### src/rtl/pbx_pkg.sv
// Shared types and constants for the protobuf data field extractor.
package pbx_pkg;

	// Defaults for top-level parameters and register reset values
	localparam int unsigned MAX_MESSAGE_BYTES_DEF = 256;
	localparam logic [15:0] MAX_PORT_RESET = 16'd1024;

	// Byte-level constants of the wire format
	localparam logic [7:0] CONT_BIT_MASK = 8'h80;
	localparam logic [7:0] BYTE_ALL_ONES = 8'hFF;
	localparam logic [2:0] MAX_FIRST_WIRE = 3'd5;
	localparam logic [15:0] LEN_SAT = 16'hFFFF;
	localparam logic [15:0] FIXED64_BYTES = 16'd8;
	localparam logic [6:0] SHIFT_SAT = 7'd70;
	localparam logic [6:0] SHIFT_STEP = 7'd7;

	// Wire type codes
	localparam logic [2:0] WT_VARINT = 3'd0;
	localparam logic [2:0] WT_FIXED64 = 3'd1;
	localparam logic [2:0] WT_LEN = 3'd2;
	localparam logic [2:0] WT_FIXED32 = 3'd5;

	// Field numbers of interest
	localparam logic [31:0] FNUM_PORT = 32'd1;
	localparam logic [31:0] FNUM_PAYLOAD = 32'd2;
	localparam logic [31:0] FNUM_WANT = 32'd3;
	localparam logic [31:0] FNUM_REQUEST = 32'd6;

	// Parser phase
	typedef enum logic [2:0] {
		PH_TAG    = 3'd0,
		PH_VALUE  = 3'd1,
		PH_LENGTH = 3'd2,
		PH_SKIP   = 3'd3,
		PH_FIXED  = 3'd4,
		PH_STOP   = 3'd5
	} phase_t;

	// Decoded field number of the entry being parsed
	typedef enum logic [2:0] {
		FLD_OTHER   = 3'd0,
		FLD_PORT    = 3'd1,
		FLD_PAYLOAD = 3'd2,
		FLD_WANT    = 3'd3,
		FLD_REQUEST = 3'd4
	} field_sel_t;

	// One input item
	typedef struct packed {
		logic [7:0] data_byte;
		logic       last_byte;
	} byte_item_t;

	// One result item
	typedef struct packed {
		logic [31:0] port_number;
		logic        has_payload;
		logic [15:0] payload_offset;
		logic [15:0] payload_length;
		logic [31:0] call_id;
		logic        reply_wanted;
		logic        looks_like_data;
	} result_t;

	// Handshake control from the top to the stages
	typedef struct packed {
		logic adv;   // stage-1 item is consumed this cycle
		logic emit;  // consumed item closes a message
	} step_ctl_t;

endpackage

### src/rtl/pbx_in_if.sv
// Input byte channel.
interface pbx_in_if;
	logic       valid;
	logic       ready;
	logic [7:0] data_byte;
	logic       last_byte;

	modport source(output valid, data_byte, last_byte, input ready);
	modport sink(input valid, data_byte, last_byte, output ready);
endinterface

### src/rtl/pbx_out_if.sv
// Result channel.
interface pbx_out_if;
	logic        valid;
	logic        ready;
	logic [31:0] port_number;
	logic        has_payload;
	logic [15:0] payload_offset;
	logic [15:0] payload_length;
	logic [31:0] call_id;
	logic        reply_wanted;
	logic        looks_like_data;

	modport source(output valid, port_number, has_payload, payload_offset, payload_length,
		call_id, reply_wanted, looks_like_data, input ready);
	modport sink(input valid, port_number, has_payload, payload_offset, payload_length,
		call_id, reply_wanted, looks_like_data, output ready);
endinterface

### src/rtl/pbx_cfg_if.sv
// Configuration write channel for the max_port register.
interface pbx_cfg_if;
	logic        valid;
	logic        ready;
	logic [15:0] max_port;

	modport source(output valid, max_port, input ready);
	modport sink(input valid, max_port, output ready);
endinterface

### src/rtl/pbx_in_stage.sv
// Input register stage for message bytes.
module pbx_in_stage
	import pbx_pkg::*;
(
	input  logic         clk,
	input  logic         arst_n,
	pbx_in_if.sink       msg,
	input  step_ctl_t    ctl,
	output logic         valid_s1,
	output byte_item_t   item_s1
);

	// Take a new item when the stage is empty or drains this cycle
	assign msg.ready = !valid_s1 || ctl.adv;

	always_ff @(posedge clk or negedge arst_n) begin
		if (!arst_n) begin
			valid_s1 <= 1'b0;
		end else if (msg.ready) begin
			valid_s1 <= msg.valid;
		end
	end

	always_ff @(posedge clk) begin
		if (msg.ready && msg.valid) begin
			item_s1.data_byte <= msg.data_byte;
			item_s1.last_byte <= msg.last_byte;
		end
	end

endmodule

### src/rtl/pbx_parser.sv
// Wire format parser: per-byte phase update, held fields and result build.
module pbx_parser
	import pbx_pkg::*;
#(
	parameter int unsigned MAX_MESSAGE_BYTES = MAX_MESSAGE_BYTES_DEF
) (
	input  logic       clk,
	input  logic       arst_n,
	pbx_cfg_if.sink    cfg,
	input  step_ctl_t  ctl,
	input  byte_item_t item_s1,
	output result_t    result,
	output logic [15:0] max_port
);

	phase_t      phase_q, phase_n;
	field_sel_t  fld_q, fld_n;
	logic [63:0] acc_q, acc_n;
	logic [6:0]  shift_q, shift_n;
	logic [15:0] pos_q, pos_n;
	logic [15:0] skip_q, skip_n;
	logic [1:0]  fidx_q, fidx_n;
	logic [7:0]  first_q, first_n;
	logic [31:0] port_q, port_n;
	logic [31:0] req_q, req_n;
	logic        want_q, want_n;
	logic        pay_q, pay_n;
	logic [15:0] payoff_q, payoff_n;
	logic [15:0] paylen_q, paylen_n;
	logic [15:0] max_port_q;

	logic [7:0]  b;
	logic [63:0] fed;
	logic [6:0]  shift_inc;
	logic        vdone;
	logic [15:0] len_sat;
	logic [15:0] skip_dec;
	logic [63:0] fix_acc;
	logic [31:0] fnum;

	assign b = item_s1.data_byte;

	// Configuration register, always ready
	assign cfg.ready = 1'b1;
	assign max_port = max_port_q;

	always_ff @(posedge clk or negedge arst_n) begin
		if (!arst_n) begin
			max_port_q <= MAX_PORT_RESET;
		end else if (cfg.valid) begin
			max_port_q <= cfg.max_port;
		end
	end

	// Varint, length and fixed32 datapath helpers
	always_comb begin
		fed = acc_q;
		if (!shift_q[6]) begin
			fed = acc_q | (64'(b[6:0]) << shift_q[5:0]);
		end
		shift_inc = (shift_q + SHIFT_STEP > SHIFT_SAT) ? SHIFT_SAT : shift_q + SHIFT_STEP;
		vdone = (b & CONT_BIT_MASK) == 8'h00;
		len_sat = (|fed[63:16]) ? LEN_SAT : fed[15:0];
		skip_dec = (skip_q != 16'd0) ? skip_q - 16'd1 : 16'd0;
		fix_acc = acc_q | (64'(b) << {fidx_q, 3'b000});
		fnum = fed[34:3];
	end

	// Next-state logic
	always_comb begin
		phase_n = phase_q;
		fld_n = fld_q;
		acc_n = acc_q;
		shift_n = shift_q;
		skip_n = skip_q;
		fidx_n = fidx_q;
		port_n = port_q;
		req_n = req_q;
		want_n = want_q;
		pay_n = pay_q;
		payoff_n = payoff_q;
		paylen_n = paylen_q;
		first_n = (pos_q == 16'd0) ? b : first_q;
		pos_n = (pos_q != LEN_SAT) ? pos_q + 16'd1 : LEN_SAT;

		if (32'(pos_q) < 32'(MAX_MESSAGE_BYTES)) begin
			case (phase_q)
				PH_TAG: begin
					acc_n = fed;
					shift_n = shift_inc;
					if (vdone) begin
						acc_n = '0;
						shift_n = '0;
						case (fnum)
							FNUM_PORT:    fld_n = FLD_PORT;
							FNUM_PAYLOAD: fld_n = FLD_PAYLOAD;
							FNUM_WANT:    fld_n = FLD_WANT;
							FNUM_REQUEST: fld_n = FLD_REQUEST;
							default:      fld_n = FLD_OTHER;
						endcase
						case (fed[2:0])
							WT_VARINT: phase_n = PH_VALUE;
							WT_LEN:    phase_n = PH_LENGTH;
							WT_FIXED32: begin
								phase_n = PH_FIXED;
								fidx_n = 2'd0;
							end
							WT_FIXED64: begin
								phase_n = PH_SKIP;
								skip_n = FIXED64_BYTES;
							end
							default:   phase_n = PH_STOP;
						endcase
					end
				end
				PH_VALUE: begin
					acc_n = fed;
					shift_n = shift_inc;
					if (vdone) begin
						case (fld_q)
							FLD_PORT:    port_n = fed[31:0];
							FLD_WANT:    want_n = |fed;
							FLD_REQUEST: req_n = fed[31:0];
							default:     ;
						endcase
						acc_n = '0;
						shift_n = '0;
						phase_n = PH_TAG;
					end
				end
				PH_LENGTH: begin
					acc_n = fed;
					shift_n = shift_inc;
					if (vdone) begin
						if (fld_q == FLD_PAYLOAD) begin
							payoff_n = pos_q + 16'd1;
							paylen_n = len_sat;
							pay_n = 1'b1;
						end
						skip_n = len_sat;
						acc_n = '0;
						shift_n = '0;
						phase_n = (len_sat != 16'd0) ? PH_SKIP : PH_TAG;
					end
				end
				PH_SKIP: begin
					skip_n = skip_dec;
					if (skip_dec == 16'd0) begin
						phase_n = PH_TAG;
					end
				end
				PH_FIXED: begin
					acc_n = fix_acc;
					if (fidx_q == 2'd3) begin
						if (fld_q == FLD_REQUEST) begin
							req_n = fix_acc[31:0];
						end
						acc_n = '0;
						fidx_n = 2'd0;
						phase_n = PH_TAG;
					end else begin
						fidx_n = fidx_q + 2'd1;
					end
				end
				default: ;
			endcase
		end
	end

	// Result built from the state after this byte
	always_comb begin
		result.port_number = port_n;
		result.has_payload = pay_n;
		result.payload_offset = pay_n ? payoff_n : 16'd0;
		result.payload_length = pay_n ? paylen_n : 16'd0;
		result.call_id = req_n;
		result.reply_wanted = want_n;
		result.looks_like_data = (pos_n >= 16'd2) && (first_n != 8'h00)
			&& (first_n != BYTE_ALL_ONES) && (first_n[2:0] <= MAX_FIRST_WIRE)
			&& (port_n != 32'd0) && (port_n <= {16'd0, max_port_q});
	end

	// Control state: cleared at reset and after each message
	always_ff @(posedge clk or negedge arst_n) begin
		if (!arst_n) begin
			phase_q <= PH_TAG;
			fld_q <= FLD_OTHER;
			shift_q <= '0;
			pos_q <= '0;
			skip_q <= '0;
			fidx_q <= '0;
			pay_q <= 1'b0;
		end else if (ctl.adv) begin
			if (ctl.emit) begin
				phase_q <= PH_TAG;
				fld_q <= FLD_OTHER;
				shift_q <= '0;
				pos_q <= '0;
				skip_q <= '0;
				fidx_q <= '0;
				pay_q <= 1'b0;
			end else begin
				phase_q <= phase_n;
				fld_q <= fld_n;
				shift_q <= shift_n;
				pos_q <= pos_n;
				skip_q <= skip_n;
				fidx_q <= fidx_n;
				pay_q <= pay_n;
			end
		end
	end

	// Held values: cleared at reset and after each message
	always_ff @(posedge clk or negedge arst_n) begin
		if (!arst_n) begin
			acc_q <= '0;
			first_q <= '0;
			port_q <= '0;
			req_q <= '0;
			want_q <= 1'b0;
			payoff_q <= '0;
			paylen_q <= '0;
		end else if (ctl.adv) begin
			if (ctl.emit) begin
				acc_q <= '0;
				first_q <= '0;
				port_q <= '0;
				req_q <= '0;
				want_q <= 1'b0;
				payoff_q <= '0;
				paylen_q <= '0;
			end else begin
				acc_q <= acc_n;
				first_q <= first_n;
				port_q <= port_n;
				req_q <= req_n;
				want_q <= want_n;
				payoff_q <= payoff_n;
				paylen_q <= paylen_n;
			end
		end
	end

endmodule

### src/rtl/pbx_out_stage.sv
// Result register driving the output channel.
module pbx_out_stage
	import pbx_pkg::*;
(
	input  logic      clk,
	input  logic      arst_n,
	pbx_out_if.source res,
	input  step_ctl_t ctl,
	input  result_t   result,
	output logic      out_free
);

	logic    valid_q;
	result_t data_q;

	// Register can load when empty or being drained
	assign out_free = !valid_q || res.ready;

	always_ff @(posedge clk or negedge arst_n) begin
		if (!arst_n) begin
			valid_q <= 1'b0;
		end else if (ctl.adv && ctl.emit) begin
			valid_q <= 1'b1;
		end else if (res.ready) begin
			valid_q <= 1'b0;
		end
	end

	always_ff @(posedge clk) begin
		if (ctl.adv && ctl.emit) begin
			data_q <= result;
		end
	end

	assign res.valid = valid_q;
	assign res.port_number = data_q.port_number;
	assign res.has_payload = data_q.has_payload;
	assign res.payload_offset = data_q.payload_offset;
	assign res.payload_length = data_q.payload_length;
	assign res.call_id = data_q.call_id;
	assign res.reply_wanted = data_q.reply_wanted;
	assign res.looks_like_data = data_q.looks_like_data;

endmodule

### src/rtl/protobuf_data_field_extractor_core.sv
// Top level of the streaming protobuf data field extractor.
//
// Channels: msg carries one message byte per item with last_byte on the
// final byte; res carries one result item per message; cfg writes max_port
// (reset value 1024) and is always ready.
// Path: the last byte of a message is registered in the input register, and
// its result then loads into the result register that drives res.valid.
// Rate: one byte per cycle unless a last byte waits on the result register;
// the parser updates its phase per byte between the input and result registers.
// Only bytes below MAX_MESSAGE_BYTES of a message are parsed; the rest are
// counted toward the message length only.
// Reset clears the parser, the held fields and the valid flags of both
// registers, and sets max_port to 1024; no clearing pass is needed.
// When res stalls, a finished result waits in the result register while
// bytes keep flowing; a second last byte waits in the input register until
// the result register frees, and msg.ready stays low while it waits.
module protobuf_data_field_extractor_core
	import pbx_pkg::*;
#(
	parameter int unsigned MAX_MESSAGE_BYTES = MAX_MESSAGE_BYTES_DEF
) (
	input  logic      clk,
	input  logic      arst_n,
	pbx_in_if.sink    msg,
	pbx_out_if.source res,
	pbx_cfg_if.sink   cfg
);

	logic       valid_s1;
	byte_item_t item_s1;
	step_ctl_t  ctl;
	result_t    result;
	logic       out_free;
	logic [15:0] max_port;

	// Stage-1 item moves on unless it closes a message and the result is blocked
	assign ctl.adv = valid_s1 && (!item_s1.last_byte || out_free);
	assign ctl.emit = item_s1.last_byte;

	pbx_in_stage u_in_stage (
		.clk      (clk),
		.arst_n   (arst_n),
		.msg      (msg),
		.ctl      (ctl),
		.valid_s1 (valid_s1),
		.item_s1  (item_s1)
	);

	pbx_parser #(
		.MAX_MESSAGE_BYTES (MAX_MESSAGE_BYTES)
	) u_parser (
		.clk      (clk),
		.arst_n   (arst_n),
		.cfg      (cfg),
		.ctl      (ctl),
		.item_s1  (item_s1),
		.result   (result),
		.max_port (max_port)
	);

	pbx_out_stage u_out_stage (
		.clk      (clk),
		.arst_n   (arst_n),
		.res      (res),
		.ctl      (ctl),
		.result   (result),
		.out_free (out_free)
	);

	// A new result only follows a consumed last byte
	a_res_from_last: assert property (@(posedge clk) disable iff (!arst_n)
		$rose(res.valid) |-> $past(ctl.adv && ctl.emit))
		else $error("result appeared without a closing byte");

	// A blocked last byte holds in the input register
	a_s1_hold: assert property (@(posedge clk) disable iff (!arst_n)
		valid_s1 && !ctl.adv |=> valid_s1 && $stable(item_s1))
		else $error("stalled input item lost");

	// Payload fields are zero without a payload entry
	a_pay_zero: assert property (@(posedge clk) disable iff (!arst_n)
		res.valid && !res.has_payload |->
			res.payload_offset == 16'd0 && res.payload_length == 16'd0)
		else $error("payload fields set without payload");

	// Plausible data never carries port zero
	a_port_nonzero: assert property (@(posedge clk) disable iff (!arst_n)
		res.valid && res.looks_like_data |-> res.port_number != 32'd0)
		else $error("plausible flag with port zero");

	// Config register holds between writes
	a_cfg_hold: assert property (@(posedge clk) disable iff (!arst_n)
		!$past(cfg.valid) |-> $stable(max_port))
		else $error("max_port changed without a write");

endmodule

### src/flat_wrapper.sv
// flat-port wrapper written by rule: the top's interface ports become plain ports
module protobuf_data_field_extractor_core_flat import pbx_pkg::*;
#(
	parameter int unsigned MAX_MESSAGE_BYTES = MAX_MESSAGE_BYTES_DEF
)
  (clk, arst_n, msg_valid, msg_data_byte, msg_last_byte, msg_ready, res_valid, res_port_number, res_has_payload, res_payload_offset, res_payload_length, res_call_id, res_reply_wanted, res_looks_like_data, res_ready, cfg_valid, cfg_max_port, cfg_ready);
  pbx_in_if msg_i ();
  pbx_out_if res_i ();
  pbx_cfg_if cfg_i ();
  input  logic clk;
  input  logic arst_n;
  input wire logic [$bits(msg_i.valid)-1:0] msg_valid;
  input wire logic [$bits(msg_i.data_byte)-1:0] msg_data_byte;
  input wire logic [$bits(msg_i.last_byte)-1:0] msg_last_byte;
  output wire logic [$bits(msg_i.ready)-1:0] msg_ready;
  output wire logic [$bits(res_i.valid)-1:0] res_valid;
  output wire logic [$bits(res_i.port_number)-1:0] res_port_number;
  output wire logic [$bits(res_i.has_payload)-1:0] res_has_payload;
  output wire logic [$bits(res_i.payload_offset)-1:0] res_payload_offset;
  output wire logic [$bits(res_i.payload_length)-1:0] res_payload_length;
  output wire logic [$bits(res_i.call_id)-1:0] res_call_id;
  output wire logic [$bits(res_i.reply_wanted)-1:0] res_reply_wanted;
  output wire logic [$bits(res_i.looks_like_data)-1:0] res_looks_like_data;
  input wire logic [$bits(res_i.ready)-1:0] res_ready;
  input wire logic [$bits(cfg_i.valid)-1:0] cfg_valid;
  input wire logic [$bits(cfg_i.max_port)-1:0] cfg_max_port;
  output wire logic [$bits(cfg_i.ready)-1:0] cfg_ready;
  assign msg_i.valid = msg_valid;
  assign msg_i.data_byte = msg_data_byte;
  assign msg_i.last_byte = msg_last_byte;
  assign msg_ready = msg_i.ready;
  assign res_valid = res_i.valid;
  assign res_port_number = res_i.port_number;
  assign res_has_payload = res_i.has_payload;
  assign res_payload_offset = res_i.payload_offset;
  assign res_payload_length = res_i.payload_length;
  assign res_call_id = res_i.call_id;
  assign res_reply_wanted = res_i.reply_wanted;
  assign res_looks_like_data = res_i.looks_like_data;
  assign res_i.ready = res_ready;
  assign cfg_i.valid = cfg_valid;
  assign cfg_i.max_port = cfg_max_port;
  assign cfg_ready = cfg_i.ready;
  protobuf_data_field_extractor_core #(.MAX_MESSAGE_BYTES(MAX_MESSAGE_BYTES)) u_core (.clk(clk), .arst_n(arst_n), .msg(msg_i), .res(res_i), .cfg(cfg_i));
endmodule
### config.mk
export PLATFORM = sky130hd
export DESIGN_NAME = protobuf_data_field_extractor_core_flat
export DESIGN_NICKNAME = d
export VERILOG_FILES = /design/src/rtl/pbx_pkg.sv /design/src/rtl/pbx_in_if.sv /design/src/rtl/pbx_out_if.sv /design/src/rtl/pbx_cfg_if.sv /design/src/rtl/pbx_in_stage.sv /design/src/rtl/pbx_parser.sv /design/src/rtl/pbx_out_stage.sv /design/src/rtl/protobuf_data_field_extractor_core.sv /design/src/flat_wrapper.sv
export SDC_FILE = /design/constraint.sdc
export NUM_CORES = 1
export LEC_CHECK = 0
export ABC_AREA = 1
export BUFFER_PORTS_ARGS = -buffer_cell sky130_fd_sc_hd__buf_4
export CELL_PAD_IN_SITES_DETAIL_PLACEMENT = 0
export CELL_PAD_IN_SITES_GLOBAL_PLACEMENT = 1
export CORE_ASPECT_RATIO = 2
export CORE_MARGIN = 4
export CORE_UTILIZATION = 40
export CTS_BUF_LIST = sky130_fd_sc_hd__clkbuf_8
export DETAILED_ROUTE_END_ITERATION = 8
export GPL_TIMING_DRIVEN = 0
export PLACE_DENSITY = 0.71
export SYNTH_ARGS = -nofsm -noshare
export SYNTH_HDL_FRONTEND = slang
export SYNTH_HIERARCHICAL = 1
export SYNTH_SLANG_ARGS = --single-unit
### constraint.sdc
create_clock -name clk -period 3.2 [get_ports clk]
set_input_delay 0 -clock clk [delete_from_list [all_inputs] [get_ports clk]]
set_output_delay 0 -clock clk [all_outputs]
set_load 0.01 [all_outputs]
==> results of run 1 <==
-- cell usage after synthesis, types with 2 or more instances --
cell type,n
nand2_1,577
inv_1,301
o21ai_0,262
dfrtp_1,234
nor2_1,163
nand3_1,131
a21oi_1,110
edfxtp_1,108
a22oi_1,69
clkbuf_1,65
o22ai_1,59
nand4_1,56
nor3_1,28
nand2_2,26
ha_1,23
xor2_1,19
nor2_2,18
buf_2,16
inv_2,15
nand3_2,11
buf_1,10
or2_2,10
buf_4,9
buf_6,9
o21ai_1,9
a21oi_2,7
nand4_2,6
nor4_1,6
a22o_1,5
nor2_4,5
o21bai_1,5
clkinv_1,4
o21a_1,4
buf_8,3
nand3b_1,3
dlygate4sd3_1,2
nand3_4,2
nor3_2,2
o32ai_1,2
or2_1,2
xnor2_1,2
-- metal layers --
metal,track usage,wire [um]
met1,0.293,26200
met2,0.583,44200
met3,0.0377,2770
met4,0.221,7730
met5,0,0
-- sequential cells by signal, indices dropped and copies added, names as in the netlist, 2 cells and up --
name	cells
u_core/u_in_stage/item_s1	9
u_core/u_parser/req_q	32
u_core/u_parser/shift_q	7
u_core/u_parser/fidx_q	2
u_core/u_parser/phase_q	3
u_core/u_out_stage/res.call_id	32
u_core/u_out_stage/res.payload_length	16
u_core/u_parser/skip_q	16
u_core/u_out_stage/res.port_number	32
u_core/u_out_stage/res.payload_offset	16
u_core/u_parser/pos_q	16
u_core/u_parser/first_q	8
u_core/u_parser/paylen_q	16
u_core/u_parser/port_q	32
u_core/u_parser/max_port	16
u_core/u_parser/payoff_q	16
u_core/u_parser/acc_q	64
u_core/u_parser/fld_q	3
-- worst max-delay path, stage by stage (launching register included) --
cell and delay [ps]:
dfrtp_1 540, inv_2 250, buf_4 290, nand4_1 230
nand2_2 180, inv_4 70, o21ai_4 180, ha_4 230
a21oi_2 110, nand3b_1 130, a21oi_2 70, nor3_2 180
nand3_2 120, a21oi_2 160, nand4_1 110, nor2_2 160
nand2_2 80, nor2_2 90
-- final cells by class --
class / instances / share of cell area
antenna: 2 / 0.000204
buffer: 115 / 0.0277
clock buffer: 62 / 0.0347
clock inverter: 39 / 0.0108
inverter: 322 / 0.0514
multi-input combinational: 1633 / 0.370
sequential: 343 / 0.371
tap: 632 / 0.0322
timing repair buffer: 292 / 0.102
-- how the worst max path moves through the flow --
stage	startpoint	endpoint
2_1_floorplan	u_core/u_out_stage/res.valid$_DFFE_PN0P_	u_core/u_out_stage/res.call_id[0]$_DFFE_PP_
3_5_place_dp	u_core/u_in_stage/item_s1[2]$_DFFE_PP_	u_core/u_out_stage/res.looks_like_data$_DFFE_PP_
5_1_grt	u_core/u_parser/shift_q[0]$_DFFE_PN0P_	u_core/u_out_stage/res.looks_like_data$_DFFE_PP_
6_report	u_core/u_parser/shift_q[4]$_DFFE_PN0P_	u_core/u_out_stage/res.looks_like_data$_DFFE_PP_
3_3_place_gp	u_core/u_in_stage/item_s1[2]$_DFFE_PP_	u_core/u_out_stage/res.looks_like_data$_DFFE_PP_
4_1_cts	u_core/u_parser/shift_q[4]$_DFFE_PN0P_	u_core/u_out_stage/res.looks_like_data$_DFFE_PP_
-- power by group through the flow --
| stage | clock network (mW) | registers, mW | logic (mW) |
|---|---|---|---|
| 2_1_floorplan | 0 | 5.58 | 5.48 |
| 3_3_place_gp | 0 | 5.59 | 8.97 |
| 3_5_place_dp | 0 | 5.59 | 8.99 |
| 4_1_cts | 4.06 | 5.50 | 10.2 |
| 5_1_grt | 4.24 | 5.56 | 11.4 |
| 6_report | 3.95 | 5.51 | 10.7 |
-- cell usage in the layout (no fill, tap or decap), types with 11 or more instances in the layout --
cell	count
nand3_2	13
inv_4	12
xor2_1	19
nand3_4	25
nand2_2	53
buf_6	12
clkbuf_8	64
a21oi_1	104
nand4_1	56
a21oi_2	12
ha_1	18
inv_1	294
buf_4	229
nor2_1	154
nand2_1	526
a22oi_1	69
nor2_2	16
dfrtp_1	232
dlygate4sd3_1	63
nor3_1	26
clkinv_1	11
inv_2	29
clkbuf_1	61
buf_2	12
edfxtp_1	108
nand2_4	23
or2_2	11
o22ai_1	59
nand3_1	106
nor2_4	16
o21ai_0	249
-- cells by family after synthesis --
kind of cell,Yosys count,share of synthesized area
muxes,1,0.000588
AOI/OAI and AO/OA,539,0.160
other,1,0.000196
and+or+nand+nor,1048,0.243
xor gates and xnor gates,21,0.00960
buffers and inverters,437,0.0953
adders and majority gates,23,0.0150
DFF,343,0.476
-- repair_timing --
| action | 4_1_cts | 5_1_grt |
|---|---|---|
| setup buffers | 77 | 17 |
| endpoints found under the hold margin | 183 | 0 |
| pin swaps | 59 | 44 |
| cloned | 3 | 0 |
| endpoints found under the setup margin | 125 | 59 |
| resized for setup | 198 | 74 |
| hold buffers | 62 | 0 |
==> impl_metrics.tcl, run 1 <==
set metrics [dict create \
    hold_violations 0 \
    path_clk_slew_ps 70 \
    skew_ps 31.2 \
    synth_ff_type "dfrtp_1" \
    worst_pin_slew_ps 1200 \
    maxSlewHeadroom 0.195 \
    swShare 0.472 \
    synth_top_cells_by_area "dfrtp_1 31%, edfxtp_1 17%, nand2_1 11%, o21ai_0 6.8%, inv_1 5.9%" \
    grt_usage 0.306 \
    power_density_nw_per_um2 821 \
    post-route-period-util 1.04 \
    portBuffers 130 \
    period_needed_ps 3330 \
    cts_tree "yes" \
    reg2reg_to "u_core/u_out_stage/res.looks_like_data$_DFFE_PP_" \
    seqPwrFrac 0.273 \
    core_um2 47500 \
    seq_area_frac_synth 0.476 \
    fin_setup_tns_ps -184 \
    synth_top_area_share 0.306 \
    peakVddDrop_mv 0.495 \
    dpl.hpwl_um 60900 \
    synth_area_um2 19200 \
    ys_ff_latch 343 \
    place_area_um2 21000 \
    yosys.area.top_type "dfrtp_1" \
    register_area_um2 9130 \
    r2r_slack_ps -130 \
    p_leak_nw 11.6 \
    switchingPower_mw 9.53 \
    drv_cap 0 \
    syn_avg_cell_area_um2 7.94 \
    critPathLaunchType "flop" \
    multi_input_area_um2 9090 \
    hold_depth 2 \
    cp.arrival_ps 3840 \
    clk_path_buf_depth 3 \
    start_util 0.403 \
    fmax_ghz 0.300 \
    dp.cells 3178 \
    rsz0062_at_grt "true" \
    clk_root_buffer_cell "clkbuf_8" \
    synth_nets 2466 \
    die_h_um 317 \
    crit_path_end_kind "flop" \
    h-tree-depth 2 \
    dp_slack_ps -1480 \
    die_area_um2 51700 \
    comb_power_share 0.531 \
    numCtsBuffers 54 \
    drtIter0Drc 1402 \
    critical_path_class "reg2reg" \
    ys.warnings.count 6 \
    fillCellCount 4775 \
    report.final.slew_viol_count 0 \
    vias_per_cell 5.43 \
    grt_pass1_wl_um 118000 \
    hold_ws_ps 84.0 \
    fin_cells 3440 \
    totalWireLength_um 80900 \
    rr_worst_depth 17 \
    min_path_type "in2reg" \
    syn_inst 2413 \
    violations "negative setup slack" \
    fin_nets 2814 \
    grt-ovfl-total 0 \
    total_power_mw 20.2 \
    pin_count 132 \
    holdPathEnd "u_core/u_in_stage/item_s1[7]$_DFFE_PP_" \
    wl_per_cell_um 23.5 \
    internal_power_mw 10.7 \
    synth_edf_count 108 \
    power.clock.fraction 0.196 \
    clock_latency_ps 650 \
    drc 0 \
    drive_gt1_frac 0.214 \
    drtAntennaViolNets 0 \
    grt_pass1_vias 19000 \
    gp_congestion 1.03 \
    num_vias 18700 \
    antenna_found_initial 1 \
    ys_types 56 \
    path_max_fanout 10 \
    first_pass_iters 8 \
    cts_num_sinks 343 \
    cp.required_ps 3720 \
    async_flop_share 0.685 \
    die_w_um 163 \
    grt_max_degree 107 \
    stdcell_area_um2 24600 \
    setup_ws_ps -128 \
    setup-violations-final 2 \
    r2r-start "u_core/u_parser/shift_q[4]$_DFFE_PN0P_" \
    min_from "msg_data_byte[6]" \
    fin_util 0.517 \
    area_growth_pct 28.4 \
    num_rows 113 \
    status "finished with violations" \
]
Note: power is estimated with default switching activity, not from simulation.
==> inputs of run 2 (changes only) <==
--- a/config.mk
+++ b/config.mk
@@ -11,11 +11,11 @@
 export CELL_PAD_IN_SITES_GLOBAL_PLACEMENT = 1
 export CORE_ASPECT_RATIO = 2
 export CORE_MARGIN = 4
-export CORE_UTILIZATION = 40
+export CORE_UTILIZATION = 43
 export CTS_BUF_LIST = sky130_fd_sc_hd__clkbuf_8
 export DETAILED_ROUTE_END_ITERATION = 8
 export GPL_TIMING_DRIVEN = 0
-export PLACE_DENSITY = 0.71
+export PLACE_DENSITY = 0.76
 export SYNTH_ARGS = -nofsm -noshare
 export SYNTH_HDL_FRONTEND = slang
 export SYNTH_HIERARCHICAL = 1
==> impl_metrics.tcl, run 2 (synthesized netlist as in run 1, its figures left out) <==
set metrics [dict create \
    hold_violations 0 \
    status "finished with violations" \
    dp.cells 3101 \
    grt-ovfl-total 0 \
    min_from "msg_data_byte[5]" \
    die_area_um2 48200 \
    hold_ws_ps 73.0 \
    grt_usage 0.308 \
    clock_latency_ps 650 \
    fillCellCount 4303 \
    grt_pass1_vias 18500 \
    peakVddDrop_mv 0.448 \
    portBuffers 130 \
    cp.required_ps 3690 \
    final_cell_mix "547 x nand2_1, 293 x inv_1, 250 x o21ai_0" \
    pin_count 132 \
    wl_per_cell_um 22.8 \
    setup-violations-final 1 \
    antenna_found_initial 1 \
    largest_reg_flops 64 \
    cts_tree "yes" \
    maxSlewHeadroom 0.270 \
    path_max_fanout 8 \
    drv_cap 0 \
    cp.arrival_ps 3990 \
    skew_ps 47.6 \
    die_h_um 306 \
    dpl.hpwl_um 57500 \
    grt_pass1_wl_um 111000 \
    clk_path_buf_depth 3 \
    clk_root_buffer_cell "clkbuf_8" \
    core_um2 44200 \
    critPathLaunchType "flop" \
    dp_slack_ps -1790 \
    period_needed_ps 3500 \
    gp_congestion 0.976 \
    post-route-period-util 1.09 \
    numCtsBuffers 52 \
    totalWireLength_um 75700 \
    min_path_type "in2reg" \
    crit_path_end_kind "flop" \
    drive_gt1_frac 0.193 \
    area_growth_pct 24.5 \
    path_clk_slew_ps 70 \
    num_vias 18500 \
    fmax_ghz 0.286 \
    rsz0062_at_grt "true" \
    critPathLaunch "u_core/u_parser/shift_q[1]$_DFFE_PN0P_" \
    fin_nets 2780 \
    fin_util 0.540 \
    fin_cells 3327 \
    drtAntennaViolNets 0 \
    setup_ws_ps -299 \
    start_util 0.433 \
    power_density_nw_per_um2 812 \
    vias_per_cell 5.57 \
    h-tree-depth 2 \
    violations "negative setup slack" \
    total_power_mw 19.4 \
    die_w_um 157 \
    worst_pin_slew_ps 1080 \
    regMostFlops "u_core/u_parser/acc_q" \
    layout_commonest_cell "nand2_1" \
    critical_path_class "reg2reg" \
    num_rows 109 \
    grt_max_degree 114 \
    report.final.slew_viol_count 0 \
    first_pass_iters 6 \
    drtIter0Drc 1532 \
    p_leak_nw 11.3 \
    cts_num_sinks 343 \
    drc 0 \
    r2r-start "u_core/u_parser/shift_q[1]$_DFFE_PN0P_" \
]
## run 2: power breakdown
part	switching (mW)	leakage, nW	internal, mW
combinational	6.84	6.44	3.08
sequential	0.302	4.26	5.20
clock	1.89	0.623	2.05
## run 2: worst max-delay path: stages (launching register included)
cell and delay [ps]:
dfrtp_1 390, buf_6 140, inv_6 80, buf_12 140, nand2_4 60, o21ai_4 230, nand4_1 230, nand2_2 170
clkinvlp_4 190, o21ai_4 250, ha_4 240, a21oi_2 100, nand3b_1 120, a21oi_1 80, nor3_2 120, nand3_1 140
a21oi_2 150, nand4_1 120, nor2_2 160, nand2_2 90, nor2_4 120
## run 2: per-layer routing
layer	global-route usage	wire, um	up-vias	share of wire
li1	-	-	8682	-
met1	0.301	24700	8956	0.33
met2	0.583	41600	642	0.55
met3	0.0353	3040	254	0.040
met4	0.218	6380	0	0.084
met5	0	0	-	0
## run 2: layout make-up
type / instances / area [um^2] / share of cell area
plain buffers: 114 / 656 / 0.0275
clock inverters: 42 / 339 / 0.0142
well taps: 555 / 694 / 0.0291
multi-input cells: 1633 / 8790 / 0.369
flip-flops and latches: 343 / 9130 / 0.383
diodes: 1 / 2.50 / 0.000105
clock buffers: 56 / 771 / 0.0323
inverters: 322 / 1250 / 0.0523
repair buffers: 261 / 2210 / 0.0928
## run 2: what timing repair did
| action | in CTS | in global routing |
|---|---|---|
| hold buffers | 62 | 0 |
| setup endpoints to repair | 130 | 40 |
| hold endpoints to repair | 158 | 0 |
| pin swaps | 35 | 33 |
| gates resized for setup | 115 | 74 |
| setup buffers | 46 | 19 |
| cloned | 1 | 0 |
## run 2: path summary, 6_finish.rpt
check	depth (start not counted)	slack (ps)	endpoint
max	20	-300	u_core/u_out_stage/res.looks_like_data$_DFFE_PP_
min	2	70	u_core/u_in_stage/item_s1[6]$_DFFE_PP_
max reg2reg	20	-300	u_core/u_out_stage/res.looks_like_data$_DFFE_PP_
min reg2reg	2	480	u_core/u_parser/paylen_q[12]$_DFFE_PN0P_
max in group asynchronous	5	1680	u_core/u_parser/skip_q[6]$_DFFE_PN0P_
min in group asynchronous	3	460	u_core/u_parser/max_port[10]$_DFFE_PN1P_
## run 2: through the flow
stage / area, um^2 / TNS, ps
finish: 23800 / -299
global route: 23800 / -512
CTS: 23500 / -465
detailed placement: 20900 / -33680
global placement: 20800 / -138580
floorplan: 19200 / 0
